`src/hw/rtl/regularized_loss_accumulator_macros.svh`:
```
// Assertion helpers used by the loss accumulator.
`ifndef REGULARIZED_LOSS_ACCUMULATOR_MACROS_SVH
`define REGULARIZED_LOSS_ACCUMULATOR_MACROS_SVH

// The consequent must hold in the same cycle as the antecedent.
`define RLA_ASSERT_SAME(label, clk, rst_n, ante, cons) \
    label: assert property (@(posedge clk) disable iff (!rst_n) (ante) |-> (cons)) \
        else $error("loss accumulator assertion failed");

// The consequent must hold in the cycle after the antecedent.
`define RLA_ASSERT_NEXT(label, clk, rst_n, ante, cons) \
    label: assert property (@(posedge clk) disable iff (!rst_n) (ante) |=> (cons)) \
        else $error("loss accumulator assertion failed");

`endif

```
`src/hw/rtl/rla_pkg.sv`:
```
package rla_pkg;

    localparam int SAMPLE_W = 16;
    localparam int SUM_W    = 48;
    localparam int IN_FRAC  = 8;
    localparam int CFG_W    = 24;
    localparam int MODE_W   = 2;
    localparam int ACT_W    = 2;

    // Magnitude of a sample difference needs one bit more than a sample.
    localparam int MAG_W  = SAMPLE_W + 1;
    localparam int TERM_W = 2 * MAG_W;

    // The final multiply is split into two partial products.
    localparam int LO_W   = SUM_W / 2;
    localparam int HI_W   = SUM_W - LO_W;
    localparam int PLO_W  = LO_W + CFG_W;
    localparam int PHI_W  = HI_W + CFG_W;
    localparam int PROD_W = SUM_W + CFG_W;

    localparam int DROP_SHIFT = 16;
    localparam int PEN_SHIFT  = 17;

    localparam int APB_DATA_W = 32;
    localparam int APB_ADDR_W = 4;
    localparam int IDX_LSB    = 2;
    localparam int IDX_W      = APB_ADDR_W - IDX_LSB;

    localparam logic [MODE_W-1:0] MODE_ABS  = 2'd0;
    localparam logic [MODE_W-1:0] MODE_SQ   = 2'd1;
    localparam logic [MODE_W-1:0] MODE_DROP = 2'd2;

    localparam logic [ACT_W-1:0] ACT_PAIR   = 2'd0;
    localparam logic [ACT_W-1:0] ACT_WEIGHT = 2'd1;
    localparam logic [ACT_W-1:0] ACT_FINISH = 2'd2;

    localparam logic [IDX_W-1:0] REG_MODE   = 2'd0;
    localparam logic [IDX_W-1:0] REG_LAMBDA = 2'd1;
    localparam logic [IDX_W-1:0] REG_SCALE  = 2'd2;

    localparam logic [MODE_W-1:0] MODE_RESET   = MODE_SQ;
    localparam logic [CFG_W-1:0]  LAMBDA_RESET = 24'd0;
    localparam logic [CFG_W-1:0]  SCALE_RESET  = 24'd65536;

    localparam logic [SUM_W-1:0] SUM_MAX = '1;

endpackage

```
`src/hw/rtl/rla_req_if.sv`:
```
interface rla_req_if;
    logic                                valid;
    logic                                ready;
    logic [rla_pkg::ACT_W-1:0]           action;
    logic signed [rla_pkg::SAMPLE_W-1:0] first_value;
    logic signed [rla_pkg::SAMPLE_W-1:0] second_value;

    modport source (output valid, action, first_value, second_value, input ready);
    modport sink (input valid, action, first_value, second_value, output ready);
endinterface

```
`src/hw/rtl/rla_res_if.sv`:
```
interface rla_res_if;
    logic                       valid;
    logic                       ready;
    logic [rla_pkg::SUM_W-1:0]  loss_value;
    logic                       saturated;

    modport source (output valid, loss_value, saturated, input ready);
    modport sink (input valid, loss_value, saturated, output ready);
endinterface

```
`src/hw/rtl/regularized_loss_accumulator.sv`:
```
// A finish request passes the input stage, the accumulate stage, the finish pipeline and the output register.
// Pair and weight requests produce no result and are folded into the sums from the accumulate stage.
// Throughput: one request per cycle; a finish held by a full output register stalls intake
// only once it reaches the accumulate stage, so pairs and weights keep flowing before it.
// Reset (synchronous, active low): sums, the overflow flag and valids clear; loss_mode resets to 1,
// penalty_strength to 0 and dropout_scale to 1.0.
`include "regularized_loss_accumulator_macros.svh"

module regularized_loss_accumulator (
    input  logic                                i_clk,
    input  logic                                i_rst_n,
    rla_req_if.sink                             i_req,
    rla_res_if.source                           o_res,
    input  logic                                psel,
    input  logic                                penable,
    input  logic                                pwrite,
    input  logic [rla_pkg::APB_ADDR_W-1:0]      paddr,
    input  logic [rla_pkg::APB_DATA_W-1:0]      pwdata,
    output logic [rla_pkg::APB_DATA_W-1:0]      prdata,
    output logic                                pready
);

    // Configuration registers
    logic [rla_pkg::MODE_W-1:0] r_mode;
    logic [rla_pkg::CFG_W-1:0]  r_lambda;
    logic [rla_pkg::CFG_W-1:0]  r_scale;
    logic                       cfg_wr;
    logic [rla_pkg::IDX_W-1:0]  cfg_idx;

    // Input stage
    logic                                r_a_v;
    logic [rla_pkg::ACT_W-1:0]           r_a_act;
    logic [rla_pkg::MODE_W-1:0]          r_a_mode;
    logic signed [rla_pkg::SAMPLE_W-1:0] r_a_first;
    logic signed [rla_pkg::SAMPLE_W-1:0] r_a_second;
    logic signed [rla_pkg::MAG_W-1:0]    n_diff;
    logic signed [rla_pkg::MAG_W-1:0]    n_wext;
    logic [rla_pkg::MAG_W-1:0]           n_mag;
    logic [rla_pkg::TERM_W-1:0]          n_term;

    // Accumulate stage
    logic                        r_b_v;
    logic [rla_pkg::ACT_W-1:0]   r_b_act;
    logic [rla_pkg::MODE_W-1:0]  r_b_mode;
    logic [rla_pkg::TERM_W-1:0]  r_b_term;
    logic [rla_pkg::SUM_W-1:0]   r_err_sum;
    logic [rla_pkg::SUM_W-1:0]   r_pen_sum;
    logic                        r_ovf;
    logic [rla_pkg::SUM_W:0]     n_err_add;
    logic [rla_pkg::SUM_W:0]     n_pen_add;
    logic                        b_fin;

    // Finish pipeline
    logic                        r_c_v;
    logic                        r_c_drop;
    logic                        r_c_l1;
    logic [rla_pkg::SUM_W-1:0]   r_c_err;
    logic [rla_pkg::SUM_W-1:0]   r_c_pen;
    logic                        r_c_flag;
    logic [rla_pkg::SUM_W-1:0]   n_x;
    logic [rla_pkg::CFG_W-1:0]   n_k;

    logic                        r_d_v;
    logic                        r_d_drop;
    logic [rla_pkg::PLO_W-1:0]   r_d_plo;
    logic [rla_pkg::PHI_W-1:0]   r_d_phi;
    logic [rla_pkg::SUM_W-1:0]   r_d_err;
    logic                        r_d_flag;
    logic [rla_pkg::PROD_W-1:0]  n_full;
    logic [rla_pkg::PROD_W-1:0]  n_shr;
    logic                        n_mul_sat;

    logic                        r_e_v;
    logic                        r_e_drop;
    logic [rla_pkg::SUM_W-1:0]   r_e_mul;
    logic [rla_pkg::SUM_W-1:0]   r_e_err;
    logic                        r_e_flag;
    logic [rla_pkg::SUM_W:0]     n_loss_add;
    logic [rla_pkg::SUM_W-1:0]   n_loss;
    logic                        n_sat;

    // Output register
    logic                        r_out_v;
    logic [rla_pkg::SUM_W-1:0]   r_out_loss;
    logic                        r_out_sat;

    // Flow control
    logic out_free;
    logic e_rdy;
    logic d_rdy;
    logic c_rdy;
    logic b_go;
    logic b_rdy;
    logic a_rdy;

    assign out_free = !r_out_v || o_res.ready;
    assign e_rdy    = !r_e_v || out_free;
    assign d_rdy    = !r_d_v || e_rdy;
    assign c_rdy    = !r_c_v || d_rdy;
    assign b_fin    = (r_b_act == rla_pkg::ACT_FINISH);
    // Only a finish request needs room in the finish pipeline.
    assign b_go     = r_b_v && (!b_fin || c_rdy);
    assign b_rdy    = !r_b_v || b_go;
    assign a_rdy    = !r_a_v || b_rdy;
    assign i_req.ready = a_rdy;

    // ---------------------------------------------------------------- configuration
    assign pready  = 1'b1;
    assign cfg_wr  = psel && penable && pwrite && pready;
    assign cfg_idx = paddr[rla_pkg::APB_ADDR_W-1:rla_pkg::IDX_LSB];

    always_ff @(posedge i_clk) begin
        if (!i_rst_n) begin
            r_mode   <= rla_pkg::MODE_RESET;
            r_lambda <= rla_pkg::LAMBDA_RESET;
            r_scale  <= rla_pkg::SCALE_RESET;
        end else if (cfg_wr) begin
            case (cfg_idx)
                rla_pkg::REG_MODE:   r_mode   <= pwdata[rla_pkg::MODE_W-1:0];
                rla_pkg::REG_LAMBDA: r_lambda <= pwdata[rla_pkg::CFG_W-1:0];
                rla_pkg::REG_SCALE:  r_scale  <= pwdata[rla_pkg::CFG_W-1:0];
                default: ;
            endcase
        end
    end

    always_comb begin
        case (cfg_idx)
            rla_pkg::REG_MODE:   prdata = rla_pkg::APB_DATA_W'(r_mode);
            rla_pkg::REG_LAMBDA: prdata = rla_pkg::APB_DATA_W'(r_lambda);
            rla_pkg::REG_SCALE:  prdata = rla_pkg::APB_DATA_W'(r_scale);
            default:             prdata = '0;
        endcase
    end

    // ---------------------------------------------------------------- input stage
    always_ff @(posedge i_clk) begin
        if (!i_rst_n) begin
            r_a_v <= 1'b0;
        end else if (a_rdy) begin
            r_a_v <= i_req.valid;
        end
    end

    always_ff @(posedge i_clk) begin
        if (a_rdy && i_req.valid) begin
            r_a_act    <= i_req.action;
            r_a_mode   <= r_mode;
            r_a_first  <= i_req.first_value;
            r_a_second <= i_req.second_value;
        end
    end

    always_comb begin
        n_diff = rla_pkg::MAG_W'(r_a_first) - rla_pkg::MAG_W'(r_a_second);
        n_wext = rla_pkg::MAG_W'(r_a_first);
        if (r_a_act == rla_pkg::ACT_PAIR) begin
            n_mag = n_diff[rla_pkg::MAG_W-1] ? rla_pkg::MAG_W'(-n_diff)
                                             : rla_pkg::MAG_W'(n_diff);
        end else begin
            n_mag = n_wext[rla_pkg::MAG_W-1] ? rla_pkg::MAG_W'(-n_wext)
                                             : rla_pkg::MAG_W'(n_wext);
        end
        if (r_a_mode == rla_pkg::MODE_ABS) begin
            n_term = rla_pkg::TERM_W'(n_mag) << rla_pkg::IN_FRAC;
        end else begin
            n_term = rla_pkg::TERM_W'(n_mag) * rla_pkg::TERM_W'(n_mag);
        end
    end

    // ---------------------------------------------------------------- accumulate stage
    always_ff @(posedge i_clk) begin
        if (!i_rst_n) begin
            r_b_v <= 1'b0;
        end else if (b_rdy) begin
            r_b_v <= r_a_v;
        end
    end

    always_ff @(posedge i_clk) begin
        if (b_rdy && r_a_v) begin
            r_b_act  <= r_a_act;
            r_b_mode <= r_a_mode;
            r_b_term <= n_term;
        end
    end

    assign n_err_add = {1'b0, r_err_sum} + {1'b0, rla_pkg::SUM_W'(r_b_term)};
    assign n_pen_add = {1'b0, r_pen_sum} + {1'b0, rla_pkg::SUM_W'(r_b_term)};

    always_ff @(posedge i_clk) begin
        if (!i_rst_n) begin
            r_err_sum <= '0;
            r_pen_sum <= '0;
            r_ovf     <= 1'b0;
        end else if (b_go) begin
            case (r_b_act)
                rla_pkg::ACT_PAIR: begin
                    r_err_sum <= n_err_add[rla_pkg::SUM_W] ? rla_pkg::SUM_MAX
                                                           : n_err_add[rla_pkg::SUM_W-1:0];
                    r_ovf     <= r_ovf | n_err_add[rla_pkg::SUM_W];
                end
                rla_pkg::ACT_WEIGHT: begin
                    if (r_b_mode != rla_pkg::MODE_DROP) begin
                        r_pen_sum <= n_pen_add[rla_pkg::SUM_W] ? rla_pkg::SUM_MAX
                                                               : n_pen_add[rla_pkg::SUM_W-1:0];
                        r_ovf     <= r_ovf | n_pen_add[rla_pkg::SUM_W];
                    end
                end
                rla_pkg::ACT_FINISH: begin
                    r_err_sum <= '0;
                    r_pen_sum <= '0;
                    r_ovf     <= 1'b0;
                end
                default: ;
            endcase
        end
    end

    // ---------------------------------------------------------------- finish: partial products
    always_ff @(posedge i_clk) begin
        if (!i_rst_n) begin
            r_c_v <= 1'b0;
        end else if (c_rdy) begin
            r_c_v <= b_go && b_fin;
        end
    end

    always_ff @(posedge i_clk) begin
        if (b_go && b_fin) begin
            r_c_drop <= (r_b_mode == rla_pkg::MODE_DROP);
            r_c_l1   <= (r_b_mode == rla_pkg::MODE_ABS);
            r_c_err  <= r_err_sum;
            r_c_pen  <= r_pen_sum;
            r_c_flag <= r_ovf;
        end
    end

    assign n_x = r_c_drop ? r_c_err : r_c_pen;
    assign n_k = r_c_drop ? r_scale : r_lambda;

    always_ff @(posedge i_clk) begin
        if (!i_rst_n) begin
            r_d_v <= 1'b0;
        end else if (d_rdy) begin
            r_d_v <= r_c_v;
        end
    end

    always_ff @(posedge i_clk) begin
        if (d_rdy && r_c_v) begin
            r_d_drop <= r_c_drop;
            r_d_plo  <= rla_pkg::PLO_W'(n_x[rla_pkg::LO_W-1:0]) * rla_pkg::PLO_W'(n_k);
            r_d_phi  <= rla_pkg::PHI_W'(n_x[rla_pkg::SUM_W-1:rla_pkg::LO_W])
                        * rla_pkg::PHI_W'(n_k);
            r_d_err  <= r_c_l1 ? r_c_err : (r_c_err >> 1);
            r_d_flag <= r_c_flag;
        end
    end

    // ---------------------------------------------------------------- finish: combine and scale
    always_comb begin
        n_full = (rla_pkg::PROD_W'(r_d_phi) << rla_pkg::LO_W) + rla_pkg::PROD_W'(r_d_plo);
        n_shr  = r_d_drop ? (n_full >> rla_pkg::DROP_SHIFT) : (n_full >> rla_pkg::PEN_SHIFT);
        n_mul_sat = |n_shr[rla_pkg::PROD_W-1:rla_pkg::SUM_W];
    end

    always_ff @(posedge i_clk) begin
        if (!i_rst_n) begin
            r_e_v <= 1'b0;
        end else if (e_rdy) begin
            r_e_v <= r_d_v;
        end
    end

    always_ff @(posedge i_clk) begin
        if (e_rdy && r_d_v) begin
            r_e_drop <= r_d_drop;
            r_e_mul  <= n_mul_sat ? rla_pkg::SUM_MAX : n_shr[rla_pkg::SUM_W-1:0];
            r_e_err  <= r_d_err;
            r_e_flag <= r_d_flag | n_mul_sat;
        end
    end

    // ---------------------------------------------------------------- final sum and output
    always_comb begin
        n_loss_add = {1'b0, r_e_err} + {1'b0, r_e_mul};
        if (r_e_drop) begin
            n_loss = r_e_mul;
            n_sat  = r_e_flag;
        end else begin
            n_loss = n_loss_add[rla_pkg::SUM_W] ? rla_pkg::SUM_MAX
                                                : n_loss_add[rla_pkg::SUM_W-1:0];
            n_sat  = r_e_flag | n_loss_add[rla_pkg::SUM_W];
        end
    end

    always_ff @(posedge i_clk) begin
        if (!i_rst_n) begin
            r_out_v <= 1'b0;
        end else if (out_free) begin
            r_out_v <= r_e_v;
        end
    end

    always_ff @(posedge i_clk) begin
        if (out_free && r_e_v) begin
            r_out_loss <= n_loss;
            r_out_sat  <= n_sat;
        end
    end

    assign o_res.valid      = r_out_v;
    assign o_res.loss_value = r_out_loss;
    assign o_res.saturated  = r_out_sat;

    // ---------------------------------------------------------------- assertions
    // A finish leaving the accumulate stage leaves all sums and the flag cleared.
    `RLA_ASSERT_NEXT(a_finish_clears, i_clk, i_rst_n, b_go && b_fin, r_err_sum == '0 && r_pen_sum == '0 && !r_ovf)
    // Saturation only ever pins a sum at its maximum, and sums never come down before a clear.
    `RLA_ASSERT_SAME(a_ovf_pins_sum, i_clk, i_rst_n, r_ovf, r_err_sum == rla_pkg::SUM_MAX || r_pen_sum == rla_pkg::SUM_MAX)
    // A finish blocked by a full finish pipeline waits in the accumulate stage.
    `RLA_ASSERT_NEXT(a_finish_waits, i_clk, i_rst_n, r_b_v && b_fin && !c_rdy, r_b_v && b_fin)

endmodule

```
`src/flat_wrapper.sv`:
```
// flat-port wrapper written by rule: the top's interface ports become plain ports
module regularized_loss_accumulator_flat 
  (i_clk, i_rst_n, psel, penable, pwrite, paddr, pwdata, prdata, pready, i_req_valid, i_req_action, i_req_first_value, i_req_second_value, i_req_ready, o_res_valid, o_res_loss_value, o_res_saturated, o_res_ready);
  rla_req_if i_req_i ();
  rla_res_if o_res_i ();
  input  logic i_clk;
  input  logic i_rst_n;
  input  logic psel;
  input  logic penable;
  input  logic pwrite;
  input  logic [rla_pkg::APB_ADDR_W-1:0] paddr;
  input  logic [rla_pkg::APB_DATA_W-1:0] pwdata;
  output logic [rla_pkg::APB_DATA_W-1:0] prdata;
  output logic pready;
  input wire logic [$bits(i_req_i.valid)-1:0] i_req_valid;
  input wire logic [$bits(i_req_i.action)-1:0] i_req_action;
  input wire logic [$bits(i_req_i.first_value)-1:0] i_req_first_value;
  input wire logic [$bits(i_req_i.second_value)-1:0] i_req_second_value;
  output wire logic [$bits(i_req_i.ready)-1:0] i_req_ready;
  output wire logic [$bits(o_res_i.valid)-1:0] o_res_valid;
  output wire logic [$bits(o_res_i.loss_value)-1:0] o_res_loss_value;
  output wire logic [$bits(o_res_i.saturated)-1:0] o_res_saturated;
  input wire logic [$bits(o_res_i.ready)-1:0] o_res_ready;
  assign i_req_i.valid = i_req_valid;
  assign i_req_i.action = i_req_action;
  assign i_req_i.first_value = i_req_first_value;
  assign i_req_i.second_value = i_req_second_value;
  assign i_req_ready = i_req_i.ready;
  assign o_res_valid = o_res_i.valid;
  assign o_res_loss_value = o_res_i.loss_value;
  assign o_res_saturated = o_res_i.saturated;
  assign o_res_i.ready = o_res_ready;
  regularized_loss_accumulator u_core (.i_clk(i_clk), .i_rst_n(i_rst_n), .i_req(i_req_i), .o_res(o_res_i), .psel(psel), .penable(penable), .pwrite(pwrite), .paddr(paddr), .pwdata(pwdata), .prdata(prdata), .pready(pready));
endmodule
```
`config.mk`:
```
export PLATFORM = sky130hd
export DESIGN_NAME = regularized_loss_accumulator_flat
export DESIGN_NICKNAME = d
export VERILOG_FILES = /design/src/hw/rtl/rla_pkg.sv /design/src/hw/rtl/rla_req_if.sv /design/src/hw/rtl/rla_res_if.sv /design/src/hw/rtl/regularized_loss_accumulator.sv /design/src/flat_wrapper.sv
export VERILOG_INCLUDE_DIRS = /design/src /design/src/hw/rtl
export SDC_FILE = /design/constraint.sdc
export NUM_CORES = 2
export LEC_CHECK = 0
export BUFFER_PORTS_ARGS = -buffer_cell sky130_fd_sc_hd__buf_4
export CAP_MARGIN = 20
export CORE_MARGIN = 2
export CORE_UTILIZATION = 65
export DETAILED_ROUTE_END_ITERATION = 8
export PLACE_DENSITY_LB_ADDON = 0.05
export SLEW_MARGIN = 20
export SYNTH_ARGS = -nofsm -noshare
export SYNTH_HDL_FRONTEND = slang
export SYNTH_SLANG_ARGS = --single-unit
```
`constraint.sdc`:
```
create_clock -name i_clk -period 26.6 [get_ports i_clk]
set_input_delay 2.66 -clock i_clk [delete_from_list [all_inputs] [get_ports i_clk]]
set_output_delay 2.66 -clock i_clk [all_outputs]
set_load 0.01 [all_outputs]
```
Word level (Yosys, flattened, before mapping)
Cells that the tools add are included.
{ "word_totals": {"reg_bits": 619, "in_bits": 77, "out_inout_bits": 84, "wordCells": 115} }
{ "op_classes": {"addsub": 7, "multipliers": 3, "n_eq_ne": 7, "mux": 19, "bitwise": 4, "reduce_logical": 38} }
{ "op_table": {"columns": ["cell", "count"], "rows": [
  ["2-to-1 mux 48 bit", 6],
  ["one-hot mux 48 bit (2 select lines)", 2],
  ["adder 48 x 34 -> 49 bit", 2],
  ["multiplier 24 x 24 -> 48 bit", 2],
  ["adder 72 x 48 -> 72 bit", 1],
  ["one-hot mux 24 bit (3 select lines)", 1],
  ["2-to-1 mux 56 bit", 1],
  ["2-to-1 mux 17 bit", 3],
  ["adder 48 x 48 -> 49 bit", 1],
  ["2-to-1 mux 47 bit", 1],
  ["multiplier 17 x 17 -> 34 bit", 1],
  ["2-to-1 mux 25 bit", 1],
  ["2-to-1 mux 24 bit", 1],
  ["OR reduction 24 bit", 1],
  ["negation 16 -> 17 bit", 1],
  ["negation 17 bit", 1],
  ["subtractor 16 x 16 -> 17 bit", 1],
  ["zero test 2 bit", 5],
  ["logical AND 1 bit", 9],
  ["AND reduction 2 bit", 4],
  ["zero test 1 bit", 7],
  ["logical OR 1 bit", 7],
  ["== test 2 bit, second input constant", 3],
  ["AND reduction 3 bit", 2],
  ["8 further kinds", 14]
]} }

Depth between registers and ports, before layout
{ "logic_depth": {"depth_word": 10, "depth_mapped": 39, "depth_no_buf": 36} }

Worst setup path after synthesis
Ideal clock, no wire load.
{ "synth_timing": {"kind": "input-to-reg", "start": "in o_res_ready", "end": "reg u_core.r_d_drop, enable pin", "setup_ns": 0.818, "t_arrival_ns": 12.313, "required_time_ns": 25.782, "setup_slack_ns": 13.469, "stages": 3, "path_buffers": 0, "cell_sequence": "nor2b_1 > and2_1 > a21boi_0"} }
{ "synth_via": {"elab_chain_cells": 4} }
{ "synth_lines": {"columns": ["item", "line_no", "rtl"], "rows": [
  ["start, declared", "flat_wrapper.sv:23", "input wire logic [$bits(o_res_i.ready)-1:0] o_res_ready;"],
  ["logical OR 1 bit", "regularized_loss_accumulator.sv:96", "assign out_free = !r_out_v || o_res.ready;"],
  ["logical OR 1 bit", "regularized_loss_accumulator.sv:97", "assign e_rdy = !r_e_v || out_free;"],
  ["logical OR 1 bit", "regularized_loss_accumulator.sv:98", "assign d_rdy = !r_d_v || e_rdy;"],
  ["logical AND 1 bit", "regularized_loss_accumulator.sv:251", "if (d_rdy && r_c_v) begin"],
  ["end signal, assigned", "regularized_loss_accumulator.sv:252", "r_d_drop <= r_c_drop;"],
  ["end, declared", "regularized_loss_accumulator.sv:64", "logic r_d_drop;"]
]} }
Every way passes these cells.
A chain may end at the register's enable or synchronous reset.

Worst setup path after layout
{ "layout_timing": {"start": "reg u_core.r_c_drop", "end": "reg u_core.r_d_plo[38] (netlist bit) (data pin)"} }
{ "layout_via": {"elab_chain_cells": 2, "elab_cells_between_ends": 3, "classes_between": "1 x mul; 2 x mux"} }
{ "layout_lines": {"columns": ["item", "line_no", "rtl"], "rows": [
  ["start, declared", "regularized_loss_accumulator.sv:55", "logic r_c_drop;"],
  ["start signal, assigned", "regularized_loss_accumulator.sv:231", "r_c_drop <= (r_b_mode == rla_pkg::MODE_DROP);"],
  ["2-to-1 mux 48 bit / 2-to-1 mux 24 bit (equally long branches)", "regularized_loss_accumulator.sv:239, regularized_loss_accumulator.sv:240", null],
  ["multiplier 24 x 24 -> 48 bit (*)", "regularized_loss_accumulator.sv:253", "r_d_plo <= rla_pkg::PLO_W'(n_x[rla_pkg::LO_W-1:0]) * rla_pkg::PLO_W'(n_k);"],
  ["end signal, assigned", "regularized_loss_accumulator.sv:253", null],
  ["end, declared", "regularized_loss_accumulator.sv:65", "logic [rla_pkg::PLO_W-1:0] r_d_plo;"]
]} }
Every way passes the cells marked *; elsewhere a longest branch is shown, timed or not.

==> reports/metrics.yaml <==
floorplanning:
  die_ar_um2: 120000
  core_area_um2: 116000
  start_util_pct: 65.5
  ios: 161
  fp.dieW_um: 346
  row_count: 125
  die_span_in_y_um: 346
grt:
  largest_net_degree_at_the_start_of_global_routing: 79
  antenna_found_initial: 25
  grt_pass1_wl_um: 354000
  total_grt_usage_pct: 39.3
  via_count_of_the_first_global_routing_pass: 60991
  grt_overflow: 0
critical_path:
  crit_type: "reg2reg"
  worstPathBufferInverterCount: 6
  critical_path.endpoint_type: "flop"
  critical_path.top_delay_family: "adder cells"
  crit_cells: 26
  r2r_end: "u_core.r_d_plo[38]$_DFFE_PP_"
  critPathRequiredTime_ns: 26.91
  critical-path-max-stage-delay_ns: 1.01
  timing.critical_path.arrival_ns: 11.85
  worst_path_max_delay_cell: "mux2_2"
  cell_depth_of_the_worst_flop_to_flop_path: 26
  regToRegStartpoint: "u_core.r_c_drop$_DFFE_PP_"
  critPathLaunchType: "flop"
  worst-path-max-fanout: 54
  timing.critical_path.to: "u_core.r_d_plo[38]$_DFFE_PP_"
  register_to_register_setup_slack_ns: 15.06
  setup.worst_path.start: "u_core.r_c_drop$_DFFE_PP_"
  worst_path_most_repeated_cell: "fa_1"
routing:
  detailedRoute.firstIterationViolations: 5634
  postRouteAntennaNets: 0
  drt-wirelength-per-cell_um: 24.1
  drt_drc_violations_left: 0
  vias: 59370
  via_per_inst: 6.15
  drt_pass1_iterations: 6
  drt-total-wl_um: 233000
cells_and_area:
  finish.cell_count_without_fillers: 9648
  area_delta_synth_final_pct: 6.95
  fraction_of_final_layout_cells_sized_beyond_drive_strength_1_pct: 7.42
  layout.filler_cells: 9035
  nets: 9895
power_and_ir_drop:
  pwr-share-seq_pct: 15.3
  internal_power_mw: 4.62
  leakagePower_nw: 37.0
  pwr_density_cell_nw_per_um2: 111
  pwr-share-comb_pct: 73.4
  power.switching_fraction_pct: 48.8
  irDropWorstVdd_uv: 660
  net_load_switching_power_mw: 4.41
  power.share.clock_pct: 11.3
sta:
  min_period_over_period_pct: 43.4
  grt_setup_unrepaired: "false"
  timing.slew.headroom_pct: 22.6
  layout_min_cycle_time_ns: 11.54
  tightest_slew_ns: 1.16
  timing_max_transition_violations_final: 0
  finalClockSkew_ns: 0.0440
  finalSetupViolations: 0
  final_hold_viol_count: 0
  clock.fmax_ghz: 0.0866
  setup_tns_ns: 0
yosys:
  ys.warnings.count: 0
  yosys.cell_types.count: 103
  simple_logic_cell_fraction_of_the_synthesized_area_pct: 13.2
  async_flop_share_pct: 0
  primary_flip_flop_cell_chosen_by_synthesis_mapping: "edfxtp_1"
  avgSynthCellArea_um2: 9.46
  synth_mux_area_share_pct: 3.11
  synth-xor-area-share_pct: 3.06
  ys_seq_area_share_pct: 21.7
  netlist_instances: 8043
  synth_adder_area_share_pct: 40.4
  synth_area_um2: 76100
  synth_edf_count: 449
  yosys_register_bits: 602
  dominant_combinational_cell_family_by_area_after_synthesis: "adder cells"
  synth-compound-area-share_pct: 10.1
worst_hold_path:
  hp-class: "reg2reg"
cts:
  cts.repair_timing.setup_buffer_count: 0
  cts.hold.buffers_added: 0
  numCtsBuffers: 71
  htree_num_levels: 3
  cts.sinks: 602
  later_pin_clock_latency_in_the_skew_report_ns: 0.67
  cts_tree: "yes"
  worst_setup_hold_path_clk_slew_ns: 0.06
  clk_path_buf_depth: 3
  clk_root_buffer_cell: "clkbuf_16"
  cts_repair_resize_count: 0
flow_run:
  drv.max_cap_violation_count: 0
placement:
  place_congestion: 1.03
  post-place-cells: 9504
  buffer_ports.inserted: 141
  detailed_place_hpwl_um: 181000
outcome:
  outcome: "finished clean"
==> flip-flops by register name, summed over array words and instances (netlist names), 16 cells and up <==
name                     count
u_core.r_d_plo              32
u_core.r_d_err              48
u_core.r_e_err              48
u_core.r_pen_sum            48
u_core.r_a_first            16
u_core.r_e_mul              48
u_core.r_lambda             24
u_core.r_d_phi              48
u_core.r_a_second           16
u_core.r_scale              24
u_core.r_b_term             33
u_core.r_c_err              48
u_core.r_c_pen              48
u_core.r_err_sum            48
u_core.o_res.loss_value     48
==> per-layer routing <==
metal	GRT usage, %	up-vias	part of all wire, %
li1	-	26103	-
met1	49.4	29419	37
met2	62.8	3042	46
met3	9.53	782	10
met4	22.1	24	6.7
met5	0	-	0.069
==> cell usage in the layout (no fill, tap or decap), drive strengths merged, types with 46 or more instances in the layout <==
master,netlist,routed
fa,1157,1157
ha,607,607
nand2,1220,1220
nor3,75,75
mux2,126,126
nor2,693,693
xor2,98,98
nand3,95,95
edfxtp,449,449
inv,1320,1333
buf,62,248
and3,55,55
nand4,46,46
mux2i,95,95
a21o,156,156
clkbuf,268,87
dfxtp,153,153
o21a,55,55
o21ai,190,190
a21oi,339,339
xnor2,168,168
a31oi,50,50
==> power groups by stage <==
stage | combinational [mW] | clock, mW | sequential (mW)
after global routing | 7.46 | 1.07 | 1.38
after floorplan | 5.02 | 0 | 1.36
after CTS | 6.54 | 1.04 | 1.38
after detailed placement | 6.49 | 0 | 1.40
after global placement | 6.35 | 0 | 1.40
final | 6.63 | 1.02 | 1.38
==> cells by family (layout without fill, tap and decap cells) <==
group                    Yosys count  count (layout)
adder cells (fa/ha/maj)         1764            1764
AND/OR/NAND/NOR                 2387            2387
flip-flops                       602             602
XOR/XNOR                         266             266
multiplexers                     221             221
buffers and inverters           1653            1704
AO/OA/AOI/OAI                   1148            1148
other                              2              32
==> synthesized netlist by cell type (all sizes together), types with 11 or more instances <==
master   number  share of area (%)
nand4        46               0.39
o21a         55               0.54
o21ai       190                1.3
nor4         16               0.16
and3         55               0.45
nor3         75               0.51
fa         1157                 30
nand3        95               0.63
o211ai       40               0.40
nor2b        39               0.32
mux2i        95                1.2
edfxtp      449                 18
xor2         98                1.1
a311oi       24               0.36
dfxtp       153                4.0
o31ai        24               0.26
nand2b       38               0.31
nand2      1220                6.0
a2bb2oi      32               0.37
clkbuf      268                1.3
ha          607                 10
a22o         26               0.30
and2         34               0.28
o21bai       32               0.32
a21oi       339                2.2
and4         11               0.13
a211o        12               0.14
or2          14               0.12
mux2        126                1.9
inv        1320                6.5
buf          62               0.41
or3          20               0.17
a31oi        50               0.44
nor2        693                3.4
xnor2       168                1.9
a21o        156                1.5
a211oi       40               0.41
o2111ai      15               0.17
==> how the worst min path moves through the flow <==
stage / end / start / cells after the start / slack [ns]
2_1_floorplan: u_core.r_d_flag$_DFFE_PP_ / u_core.r_c_flag$_DFFE_PP_ / 0 / 0.40
3_3_place_gp: u_core.r_e_err[41]$_DFFE_PP_ / u_core.r_d_err[41]$_DFFE_PP_ / 0 / 0.40
3_5_place_dp: u_core.r_e_err[10]$_DFFE_PP_ / u_core.r_d_err[10]$_DFFE_PP_ / 0 / 0.40
4_1_cts: u_core.r_e_err[30]$_DFFE_PP_ / u_core.r_d_err[30]$_DFFE_PP_ / 0 / 0.41
5_1_grt: u_core.r_e_err[30]$_DFFE_PP_ / u_core.r_d_err[30]$_DFFE_PP_ / 0 / 0.42
6_report: u_core.r_e_err[30]$_DFFE_PP_ / u_core.r_d_err[30]$_DFFE_PP_ / 0 / 0.41
==> final cells by class <==
class                           count  area [um2]  area share [%]
Sequential cell                   602       16500            20.3
Multi-Input combinational cell   5807       53600            65.9
Tap cell                         1524        1910            2.34
Clock buffer                       86        1870            2.30
Inverter                         1323        4970            6.11
Clock inverter                     46         588           0.723
Timing Repair Buffer              249        1870            2.30
Antenna cell                       11        27.5          0.0338
==> metrics by stage <==
stage / hold slack (ns) / instance area (um2) / util (%) / worst slack (ns) / power [mW]
3_5_place_dp: 0.405 / 78800 / 67.8 / 15.31 / 7.89
6_report: 0.411 / 81400 / 70.0 / 15.06 / 9.03
4_1_cts: 0.412 / 81300 / 70.0 / 15.30 / 8.95
3_3_place_gp: 0.401 / 78800 / 67.8 / 15.40 / 7.75
5_1_grt: 0.417 / 81400 / 70.0 / 14.84 / 9.91
2_1_floorplan: 0.400 / 76200 / - / 13.47 / 6.38
No activity file was read; power rests on OpenSTA's default activity.
